File: src/design/aabb_overlap_pair_finder_unit_assert.svh
// Assertion macros shared by the overlap pair finder modules.
`ifndef AABB_OVERLAP_PAIR_FINDER_UNIT_ASSERT_SVH
`define AABB_OVERLAP_PAIR_FINDER_UNIT_ASSERT_SVH

`ifndef SYNTHESIS
// Same-cycle implication, checked at every rising edge outside reset.
`define AOPF_ASSERT_IMPL(label, clk, rstn, ante, cons, msg) \
    label: assert property (@(posedge clk) disable iff (!rstn) (ante) |-> (cons)) \
        else $error(msg);
// Next-cycle implication, checked at every rising edge outside reset.
`define AOPF_ASSERT_NEXT(label, clk, rstn, ante, cons, msg) \
    label: assert property (@(posedge clk) disable iff (!rstn) (ante) |=> (cons)) \
        else $error(msg);
`else
`define AOPF_ASSERT_IMPL(label, clk, rstn, ante, cons, msg)
`define AOPF_ASSERT_NEXT(label, clk, rstn, ante, cons, msg)
`endif

`endif

File: src/design/aopf_pkg.sv
// Types and constants shared by the overlap pair finder modules.
`timescale 1ns / 1ps

package aopf_pkg;

    localparam int SLOT_W   = 4;
    localparam int FIELD_W  = 16;
    localparam int KIND_W   = 2;
    localparam int S_DATA_W = 72;
    localparam int M_DATA_W = 8;

    // Field offsets in s_tdata
    localparam int SLOT_LSB   = 0;
    localparam int LEFT_LSB   = SLOT_LSB + SLOT_W;
    localparam int RIGHT_LSB  = LEFT_LSB + FIELD_W;
    localparam int TOP_LSB    = RIGHT_LSB + FIELD_W;
    localparam int BOTTOM_LSB = TOP_LSB + FIELD_W;

    typedef enum logic [KIND_W-1:0] {
        KIND_LOAD   = 2'd0,
        KIND_REMOVE = 2'd1,
        KIND_QUERY  = 2'd2,
        KIND_CLEAR  = 2'd3
    } kind_t;

    typedef enum logic [1:0] {
        ST_IDLE,
        ST_QFETCH,
        ST_SCAN,
        ST_FLUSH
    } state_t;

    typedef enum logic [1:0] {
        PUSH_ACK,
        PUSH_PEND,
        PUSH_FINAL
    } push_sel_t;

    typedef struct packed {
        logic      take_item;
        logic      fetch_query;
        logic      scan_first;
        logic      advance;
        logic      take_pend;
        logic      push;
        push_sel_t push_sel;
    } cmd_t;

    typedef struct packed {
        logic out_free;
        logic query_ok;
        logic hit;
        logic pend_valid;
        logic cand_last;
    } status_t;

endpackage

File: src/design/aopf_ctrl.sv
// Sequencer for item intake, query scan and result delivery.
`timescale 1ns / 1ps
`include "aabb_overlap_pair_finder_unit_assert.svh"

module aopf_ctrl
    import aopf_pkg::*;
(
    input  logic    aclk,
    input  logic    aresetn,
    input  logic    s_tvalid,
    input  kind_t   kind,
    input  status_t status,
    output logic    s_tready,
    output cmd_t    cmd
);

    state_t state_reg;
    state_t state_next;
    logic   accept;
    logic   stall;

    assign accept = s_tvalid && s_tready;
    // A second hit cannot park while the older one still waits for the output
    assign stall  = status.hit && status.pend_valid && !status.out_free;

    always_ff @(posedge aclk) begin
        if (!aresetn) begin
            state_reg <= ST_IDLE;
        end else begin
            state_reg <= state_next;
        end
    end

    always_comb begin
        state_next = state_reg;
        case (state_reg)
            ST_IDLE: begin
                if (accept && (kind == KIND_QUERY)) begin
                    state_next = ST_QFETCH;
                end
            end
            ST_QFETCH: begin
                state_next = status.query_ok ? ST_SCAN : ST_FLUSH;
            end
            ST_SCAN: begin
                if (!stall && status.cand_last) begin
                    state_next = ST_FLUSH;
                end
            end
            ST_FLUSH: begin
                if (status.out_free) begin
                    state_next = ST_IDLE;
                end
            end
            default: begin
                state_next = ST_IDLE;
            end
        endcase
    end

    always_comb begin
        s_tready = 1'b0;
        cmd      = '0;
        cmd.push_sel = PUSH_ACK;
        case (state_reg)
            ST_IDLE: begin
                s_tready      = status.out_free;
                cmd.take_item = accept;
                if (accept && (kind != KIND_QUERY)) begin
                    cmd.push     = 1'b1;
                    cmd.push_sel = PUSH_ACK;
                end
            end
            ST_QFETCH: begin
                cmd.fetch_query = 1'b1;
                cmd.scan_first  = 1'b1;
            end
            ST_SCAN: begin
                if (!stall) begin
                    cmd.take_pend = status.hit;
                    cmd.advance   = !status.cand_last;
                    if (status.hit && status.pend_valid) begin
                        cmd.push     = 1'b1;
                        cmd.push_sel = PUSH_PEND;
                    end
                end
            end
            ST_FLUSH: begin
                if (status.out_free) begin
                    cmd.push     = 1'b1;
                    cmd.push_sel = PUSH_FINAL;
                end
            end
            default: begin
                cmd = '0;
            end
        endcase
    end

    `AOPF_ASSERT_IMPL(a_push_needs_room, aclk, aresetn, cmd.push, status.out_free, "result pushed into a full output register")
    `AOPF_ASSERT_NEXT(a_query_fetches, aclk, aresetn, (accept && (kind == KIND_QUERY)), (state_reg == ST_QFETCH), "query not followed by box fetch")
    `AOPF_ASSERT_IMPL(a_ack_same_cycle, aclk, aresetn, (accept && (kind != KIND_QUERY)), (cmd.push && (cmd.push_sel == PUSH_ACK)), "non-query item without acknowledge")
    `AOPF_ASSERT_NEXT(a_flush_waits, aclk, aresetn, ((state_reg == ST_FLUSH) && !status.out_free), (state_reg == ST_FLUSH), "final result dropped")

endmodule

File: src/design/aopf_dpath.sv
// Box table, occupancy flags, overlap test and result register.
`timescale 1ns / 1ps

module aopf_dpath
    import aopf_pkg::*;
#(
    parameter int MAX_BOXES  = 16,
    parameter int COORD_BITS = 16
) (
    input  logic                  aclk,
    input  logic                  aresetn,
    input  cmd_t                  cmd,
    input  kind_t                 kind,
    input  logic [SLOT_W-1:0]     slot,
    input  logic [FIELD_W-1:0]    left_edge,
    input  logic [FIELD_W-1:0]    right_edge,
    input  logic [FIELD_W-1:0]    top_edge,
    input  logic [FIELD_W-1:0]    bottom_edge,
    input  logic                  m_tready,
    output status_t               status,
    output logic                  m_tvalid,
    output logic [SLOT_W-1:0]     partner,
    output logic                  found,
    output logic                  last
);

    // Only slots the 4-bit field can name are stored
    localparam int DEPTH = (MAX_BOXES < (1 << SLOT_W)) ? MAX_BOXES : (1 << SLOT_W);
    localparam int IDX_W = (DEPTH > 1) ? $clog2(DEPTH) : 1;

    typedef struct packed {
        logic [COORD_BITS-1:0] bottom;
        logic [COORD_BITS-1:0] top;
        logic [COORD_BITS-1:0] right;
        logic [COORD_BITS-1:0] left;
    } box_t;

    box_t               mem [DEPTH];
    box_t               rd_data_reg;
    box_t               qbox_reg;
    box_t               wr_box;
    logic [DEPTH-1:0]   occ_reg;
    logic [IDX_W-1:0]   rd_addr;
    logic [IDX_W-1:0]   cand_idx_reg;
    logic [IDX_W-1:0]   qslot_reg;
    logic               qin_reg;
    logic [IDX_W-1:0]   pend_reg;
    logic               pend_valid_reg;
    logic               pend_valid_next;
    logic               m_valid_reg;
    logic               m_valid_next;
    logic [SLOT_W-1:0]  partner_reg;
    logic [SLOT_W-1:0]  partner_next;
    logic               found_reg;
    logic               found_next;
    logic               last_reg;
    logic               last_next;
    logic               in_table;
    logic [IDX_W-1:0]   slot_idx;
    logic               out_free;
    logic               rd_box_valid;
    logic               overlap;
    logic               owned;

    assign in_table = ({1'b0, slot} < (SLOT_W + 1)'(DEPTH));
    assign slot_idx = slot[IDX_W-1:0];

    assign wr_box.left   = COORD_BITS'($signed(left_edge));
    assign wr_box.right  = COORD_BITS'($signed(right_edge));
    assign wr_box.top    = COORD_BITS'($signed(top_edge));
    assign wr_box.bottom = COORD_BITS'($signed(bottom_edge));

    always_comb begin
        if (cmd.take_item) begin
            rd_addr = slot_idx;
        end else if (cmd.scan_first) begin
            rd_addr = '0;
        end else if (cmd.advance) begin
            rd_addr = IDX_W'(cand_idx_reg + 1'b1);
        end else begin
            rd_addr = cand_idx_reg;
        end
    end

    always_ff @(posedge aclk) begin
        if (cmd.take_item && (kind == KIND_LOAD) && in_table) begin
            mem[slot_idx] <= wr_box;
        end
        rd_data_reg  <= mem[rd_addr];
        cand_idx_reg <= rd_addr;
    end

    always_ff @(posedge aclk) begin
        if (!aresetn) begin
            occ_reg <= '0;
        end else if (cmd.take_item) begin
            case (kind)
                KIND_LOAD: begin
                    if (in_table) begin
                        occ_reg[slot_idx] <= 1'b1;
                    end
                end
                KIND_REMOVE: begin
                    if (in_table) begin
                        occ_reg[slot_idx] <= 1'b0;
                    end
                end
                KIND_CLEAR: begin
                    occ_reg <= '0;
                end
                default: begin
                    occ_reg <= occ_reg;
                end
            endcase
        end
    end

    always_ff @(posedge aclk) begin
        if (cmd.take_item) begin
            qslot_reg <= slot_idx;
            qin_reg   <= in_table;
        end
        if (cmd.fetch_query) begin
            qbox_reg <= rd_data_reg;
        end
        if (cmd.take_pend) begin
            pend_reg <= cand_idx_reg;
        end
    end

    // An inverted box is empty and never overlaps
    assign rd_box_valid = ($signed(rd_data_reg.left) <= $signed(rd_data_reg.right)) &&
                          ($signed(rd_data_reg.top) <= $signed(rd_data_reg.bottom));

    assign overlap = ($signed(qbox_reg.left) < $signed(rd_data_reg.right)) &&
                     ($signed(rd_data_reg.left) < $signed(qbox_reg.right)) &&
                     ($signed(qbox_reg.top) < $signed(rd_data_reg.bottom)) &&
                     ($signed(rd_data_reg.top) < $signed(qbox_reg.bottom));

    // Smaller top owns the pair, ties go to the lower slot
    assign owned = ($signed(qbox_reg.top) < $signed(rd_data_reg.top)) ||
                   ((qbox_reg.top == rd_data_reg.top) && (qslot_reg < cand_idx_reg));

    assign out_free = !m_valid_reg || m_tready;

    always_comb begin
        status.out_free   = out_free;
        status.query_ok   = qin_reg && occ_reg[qslot_reg] && rd_box_valid;
        status.hit        = occ_reg[cand_idx_reg] && (cand_idx_reg != qslot_reg) &&
                            rd_box_valid && overlap && owned;
        status.pend_valid = pend_valid_reg;
        status.cand_last  = (cand_idx_reg == IDX_W'(DEPTH - 1));
    end

    always_comb begin
        pend_valid_next = pend_valid_reg;
        if (cmd.take_item) begin
            pend_valid_next = 1'b0;
        end else if (cmd.take_pend) begin
            pend_valid_next = 1'b1;
        end
    end

    always_comb begin
        m_valid_next = m_valid_reg && !m_tready;
        partner_next = partner_reg;
        found_next   = found_reg;
        last_next    = last_reg;
        if (cmd.push) begin
            m_valid_next = 1'b1;
            case (cmd.push_sel)
                PUSH_ACK: begin
                    partner_next = '0;
                    found_next   = 1'b0;
                    last_next    = 1'b1;
                end
                PUSH_PEND: begin
                    partner_next = SLOT_W'(pend_reg);
                    found_next   = 1'b1;
                    last_next    = 1'b0;
                end
                PUSH_FINAL: begin
                    partner_next = pend_valid_reg ? SLOT_W'(pend_reg) : '0;
                    found_next   = pend_valid_reg;
                    last_next    = 1'b1;
                end
                default: begin
                    partner_next = '0;
                    found_next   = 1'b0;
                    last_next    = 1'b1;
                end
            endcase
        end
    end

    always_ff @(posedge aclk) begin
        if (!aresetn) begin
            m_valid_reg    <= 1'b0;
            pend_valid_reg <= 1'b0;
        end else begin
            m_valid_reg    <= m_valid_next;
            pend_valid_reg <= pend_valid_next;
        end
    end

    always_ff @(posedge aclk) begin
        partner_reg <= partner_next;
        found_reg   <= found_next;
        last_reg    <= last_next;
    end

    assign m_tvalid = m_valid_reg;
    assign partner  = partner_reg;
    assign found    = found_reg;
    assign last     = last_reg;

endmodule

File: src/design/aabb_overlap_pair_finder_unit.sv
// Top level of the 2D box overlap pair finder.
`timescale 1ns / 1ps

// Keeps a table of axis-aligned boxes by slot and answers one item at a time.
// Load, remove and clear items return a single acknowledge item (found 0,
// last 1). A query item first fetches the queried box, then sweeps the stored
// table one slot per cycle (held while the result side stalls) through the
// single read port of the box memory, and reports every occupied box that
// overlaps it strictly on both axes and that it owns (smaller top edge, ties
// to the lower slot), in ascending slot order; a query with no partner returns
// the acknowledge item. A query of a free, empty or out-of-table slot skips
// the sweep. The next item is taken once the final result is registered and
// the output register can take another item.
// Touching edges do not overlap, an inverted box is empty, and a slot beyond
// the table is ignored. Coordinates are held in COORD_BITS-bit two's complement.
// Box storage is undefined until loaded; occupancy flags clear at reset.

module aabb_overlap_pair_finder_unit
    import aopf_pkg::*;
#(
    parameter int MAX_BOXES  = 16,
    parameter int COORD_BITS = 16
) (
    input  logic                  aclk,
    input  logic                  aresetn,
    // Input items
    input  logic                  s_tvalid,
    output logic                  s_tready,
    // [3:0] slot, [19:4] left_edge, [35:20] right_edge, [51:36] top_edge,
    // [67:52] bottom_edge, [71:68] zero
    input  logic [S_DATA_W-1:0]   s_tdata,
    // [1:0] kind
    input  logic [KIND_W-1:0]     s_tuser,
    // Result items
    output logic                  m_tvalid,
    input  logic                  m_tready,
    // [3:0] partner, [7:4] zero
    output logic [M_DATA_W-1:0]   m_tdata,
    // [0] found
    output logic [0:0]            m_tuser,
    output logic                  m_tlast
);

    cmd_t              cmd;
    status_t           status;
    kind_t             kind;
    logic [SLOT_W-1:0] partner;
    logic              found;

    // Decode the item kind once for both halves
    assign kind = kind_t'(s_tuser);

    aopf_ctrl u_ctrl (
        .aclk     (aclk),
        .aresetn  (aresetn),
        .s_tvalid (s_tvalid),
        .kind     (kind),
        .status   (status),
        .s_tready (s_tready),
        .cmd      (cmd)
    );

    aopf_dpath #(
        .MAX_BOXES  (MAX_BOXES),
        .COORD_BITS (COORD_BITS)
    ) u_dpath (
        .aclk        (aclk),
        .aresetn     (aresetn),
        .cmd         (cmd),
        .kind        (kind),
        .slot        (s_tdata[SLOT_LSB +: SLOT_W]),
        .left_edge   (s_tdata[LEFT_LSB +: FIELD_W]),
        .right_edge  (s_tdata[RIGHT_LSB +: FIELD_W]),
        .top_edge    (s_tdata[TOP_LSB +: FIELD_W]),
        .bottom_edge (s_tdata[BOTTOM_LSB +: FIELD_W]),
        .m_tready    (m_tready),
        .status      (status),
        .m_tvalid    (m_tvalid),
        .partner     (partner),
        .found       (found),
        .last        (m_tlast)
    );

    // Pad the partner slot up to a whole byte
    assign m_tdata    = M_DATA_W'(partner);
    assign m_tuser[0] = found;

endmodule
File: config.mk
export PLATFORM = sky130hd
export DESIGN_NAME = aabb_overlap_pair_finder_unit
export DESIGN_NICKNAME = d
export VERILOG_FILES = /design/src/design/aopf_pkg.sv /design/src/design/aopf_ctrl.sv /design/src/design/aopf_dpath.sv /design/src/design/aabb_overlap_pair_finder_unit.sv
export VERILOG_INCLUDE_DIRS = /design/src /design/src/design
export SDC_FILE = /design/constraint.sdc
export NUM_CORES = 2
export LEC_CHECK = 0
export ABC_CLOCK_PERIOD_IN_PS = 12400
export BUFFER_PORTS_ARGS = -buffer_cell sky130_fd_sc_hd__buf_2
export CAP_MARGIN = 30
export CELL_PAD_IN_SITES_DETAIL_PLACEMENT = 0
export CELL_PAD_IN_SITES_GLOBAL_PLACEMENT = 1
export CORE_ASPECT_RATIO = 1.4
export CORE_MARGIN = 4
export CORE_UTILIZATION = 40
export DETAILED_ROUTE_END_ITERATION = 10
export PLACE_DENSITY_LB_ADDON = 0.1
export SLEW_MARGIN = 20
export SYNTH_ARGS = -nofsm -noshare
export SYNTH_HDL_FRONTEND = slang
export SYNTH_SLANG_ARGS = --single-unit
File: constraint.sdc
create_clock -name aclk -period 12.4 [get_ports aclk]
set_input_delay 0 -clock aclk [delete_from_list [all_inputs] [get_ports aclk]]
set_output_delay 0 -clock aclk [all_outputs]
set_load 0.01 [all_outputs]
==> flow_summary.json <==
{
  "r2r_cells": 14,
  "fin_crit_ns": 6.13,
  "synthDistinctLibCells": 66,
  "skew_ns": 0.0232,
  "wl_per_cell_um": 24.6,
  "grt_pass1_vias": 26960,
  "yosys.area.top_type": "edfxtp_1",
  "drc_errors": 0,
  "synth_seq_area_share": 0.714,
  "wirelength_um": 121000,
  "grt_pass1_wl_um": 177000,
  "post-dp-hpwl_um": 63900,
  "die_h_um": 421,
  "synth_commonest_cells": "edfxtp_1 (1,102), nand2_1 (304), o211ai_1 (259), mux2i_1 (258), mux2_2 (224)",
  "r2r_slack_ns": 6.27,
  "fin_crit_sh": 0.494,
  "viasPerCell": 5.30,
  "post_dp_cell_area_mm2": 0.0509,
  "fillCellCount": 10552,
  "setup_viol_count_final": 0,
  "hp-start": "s_tdata[0]",
  "initial_core_util": 0.403,
  "final_cell_area_mm2": 0.0555,
  "synth_area_mm2": 0.0488,
  "portBuffers": 81,
  "netlist.area_leader.share": 0.678,
  "max_slew_margin": 0.224,
  "cp_max_fo": 58,
  "clk_latency_ns": 0.71,
  "cellLeakagePower_nw": 18.5,
  "num_vias": 26068,
  "cts_num_sinks": 1190,
  "r2r-end": "u_dpath.rd_data_reg[33]$_DFF_P_",
  "clk_pin_slew_ns": 0.07,
  "min_to": "u_dpath.qslot_reg[0]$_DFFE_PP_",
  "core_mm2": 0.121,
  "hold_path_depth": 2,
  "ys_warn_count": 0,
  "power_density_mw_per_mm2": 213,
  "multiInputGateArea_mm2": 0.0127,
  "synthArstFlopShare": 0,
  "num_rows": 151,
  "setup_tns_ns": 0,
  "clockRootBuffer": "clkbuf_16",
  "postLayoutCoreUtil": 0.458,
  "holdWs_ns": 0.187,
  "crit_arrival_ns": 6.61,
  "ant_nets": 0,
  "synthCells": 3027,
  "cap_violations": 0,
  "rsz0062_at_grt": "no",
  "slew_viol_final": 0,
  "dp_cells": 4613,
  "hold_path_class": "primary input to flop",
  "critPathKind": "flop to flop",
  "endpoint_kind": "flop",
  "seqCellArea_mm2": 0.0349,
  "cts_made_buffers": 117,
  "synthTopCellsByArea": "edfxtp_1 (68%), mux2i_1 (5.3%), mux2_2 (5.2%)",
  "crit_chain": "ha_1, a21oi_1, o21ai_0, a41oi_1, nor3_1, nor4b_1, o2111ai_2, or3_1, nand3_4, buf_4, buf_4, mux2_2, o211ai_1, nand4_1",
  "grt_overflow": 0,
  "gr-usage-all-layers": 0.187,
  "rr_startpoint": "u_dpath.rd_data_reg[39]$_DFF_P_",
  "cts.htree.levels": 3,
  "ioPinCount": 90,
  "fmax_ghz": 0.163,
  "clk_path_buf_depth": 3,
  "worst_setup_path_start_kind": "flop",
  "grt_max_degree": 185,
  "drt_iter0_markers": 1717,
  "largest_register_ff_count": 1024,
  "syn_avg_cell_area_um2": 16.1,
  "synth_edf_count": 1102,
  "synth.most_common_cell": "edfxtp_1",
  "cts-resized-gates": 0,
  "die_x_um": 303,
  "firstDrtPassIters": 7,
  "cp_slowest_cell": "buf_4",
  "final-hold-violation-count": 0,
  "synth-seq-cells": 1190,
  "crit_top_cell": "buf_4",
  "stdcell_count": 4914,
  "antenna_found_initial": 7,
  "finalNetCount": 3399,
  "status": "completed",
  "cts_tree": "yes",
  "worst_pin_slew_ns": 1.16,
  "max_stage_delay_ns": 0.82,
  "areaGrowthSynthToFinish_pct": 13.6,
  "gp_congestion": 0.783,
  "drive_gt1_frac": 0.175,
  "required_ns": 12.88,
  "die_area_mm2": 0.128,
  "synth_top_flop_cell": "edfxtp_1",
  "max-vdd-ir-drop_uv": 221
}
logic make-up after synthesis:
family | Yosys count | synth area share
adders and majority gates | 119 | 0.0305
AOI/OAI and AO/OA | 416 | 0.0602
and+or+nand+nor | 518 | 0.0498
DFF | 1190 | 0.714
muxes | 523 | 0.116
other | 1 | 0.0000768
xor gates and xnor gates | 1 | 0.000179
buffers and inverters | 259 | 0.0295
critical path, delay by kind of cell, from the launching register on:
kind / cells / cell delay (ns)
buf+inv: 2 / 1.56
flops: 1 / 0.52
fa+ha+maj: 1 / 0.31
mux: 1 / 0.41
compound gates: 5 / 1.17
simple gates: 5 / 1.80
worst max path at each step:
stage | startpoint | end | slack [ns]
2_1_floorplan | u_ctrl.state_reg[0]$_SDFFE_PN0P_ | u_dpath.mem[13][0]$_DFFE_PP_ | 5.74
3_3_place_gp | u_dpath.rd_data_reg[37]$_DFF_P_ | u_dpath.rd_data_reg[9]$_DFF_P_ | 6.21
3_5_place_dp | u_dpath.rd_data_reg[34]$_DFF_P_ | u_dpath.rd_data_reg[33]$_DFF_P_ | 6.36
4_1_cts | u_dpath.rd_data_reg[34]$_DFF_P_ | u_dpath.rd_data_reg[33]$_DFF_P_ | 6.34
5_1_grt | u_dpath.rd_data_reg[34]$_DFF_P_ | u_dpath.rd_data_reg[34]$_DFF_P_ | 6.02
6_report | u_dpath.rd_data_reg[39]$_DFF_P_ | u_dpath.rd_data_reg[33]$_DFF_P_ | 6.27
stage by stage:
| step | worst slack, ns | total power, W |
|---|---|---|
| 2_1_floorplan | 5.74 | 0.00751 |
| 3_3_place_gp | 6.21 | 0.00844 |
| 3_5_place_dp | 6.36 | 0.00849 |
| 4_1_cts | 6.34 | 0.0120 |
| 5_1_grt | 6.02 | 0.0125 |
| 6_report | 6.27 | 0.0118 |
layout by cell type, fill, tap and decap left out, types with 4 or more instances in the layout:
master | synthesis | layout
dlygate4sd3_1 | 0 | 74
buf_16 | 0 | 5
conb_1 | 1 | 4
diode_2 | 0 | 6
nand2_1 | 304 | 304
and2_1 | 23 | 22
nor2b_4 | 0 | 7
clkinv_1 | 0 | 9
nor2_1 | 28 | 27
nand4_1 | 80 | 80
clkbuf_16 | 0 | 119
nor3_1 | 22 | 13
nand2b_1 | 6 | 6
dfxtp_1 | 88 | 88
mux4_2 | 9 | 9
o21ai_0 | 45 | 45
edfxtp_1 | 1102 | 1102
clkbuf_1 | 48 | 40
a21oi_1 | 56 | 56
buf_2 | 52 | 81
buf_4 | 16 | 48
clkinv_2 | 0 | 20
nand3_1 | 13 | 12
ha_1 | 119 | 118
nor2b_1 | 18 | 11
and4_1 | 5 | 5
buf_12 | 0 | 6
clkbuf_8 | 0 | 12
inv_1 | 97 | 97
mux2_2 | 224 | 224
o211ai_1 | 259 | 259
mux2_1 | 32 | 32
mux2i_1 | 258 | 258
or3_1 | 4 | 4
clkinvlp_4 | 0 | 6
bufinv_16 | 0 | 7
nor3_2 | 1 | 10
a211oi_1 | 6 | 6
a21o_1 | 15 | 15
area by class of cell:
type / instances / area share
tap: 1606 / 0.0362
multi-input combinational: 1581 / 0.229
timing repair buffer: 215 / 0.0320
sequential: 1190 / 0.628
clock inverter: 48 / 0.00823
antenna: 6 / 0.000271
inverter: 97 / 0.00656
clock buffer: 171 / 0.0594
power by group:
part,switching [W],leakage (nW),internal [W]
Combinational,0.00213,6.03,0.00136
Sequential,0.000208,10.7,0.00468
Clock,0.00148,1.82,0.00198
layer usage:
metal	GRT usage	vias to the layer above	wire length (um)
met4	0.0498	2	2740
met1	0.252	13339	53700
li1	-	12055	-
met2	0.320	511	59800
met5	0	-	13
met3	0.0259	161	4660
repair_timing:
item,CTS,global route
endpoints found under the hold margin,1069,0
endpoints found under the setup margin,0,0
hold buffers,74,0
buffers inserted,0,0
(Power assumes the default switching activity.)
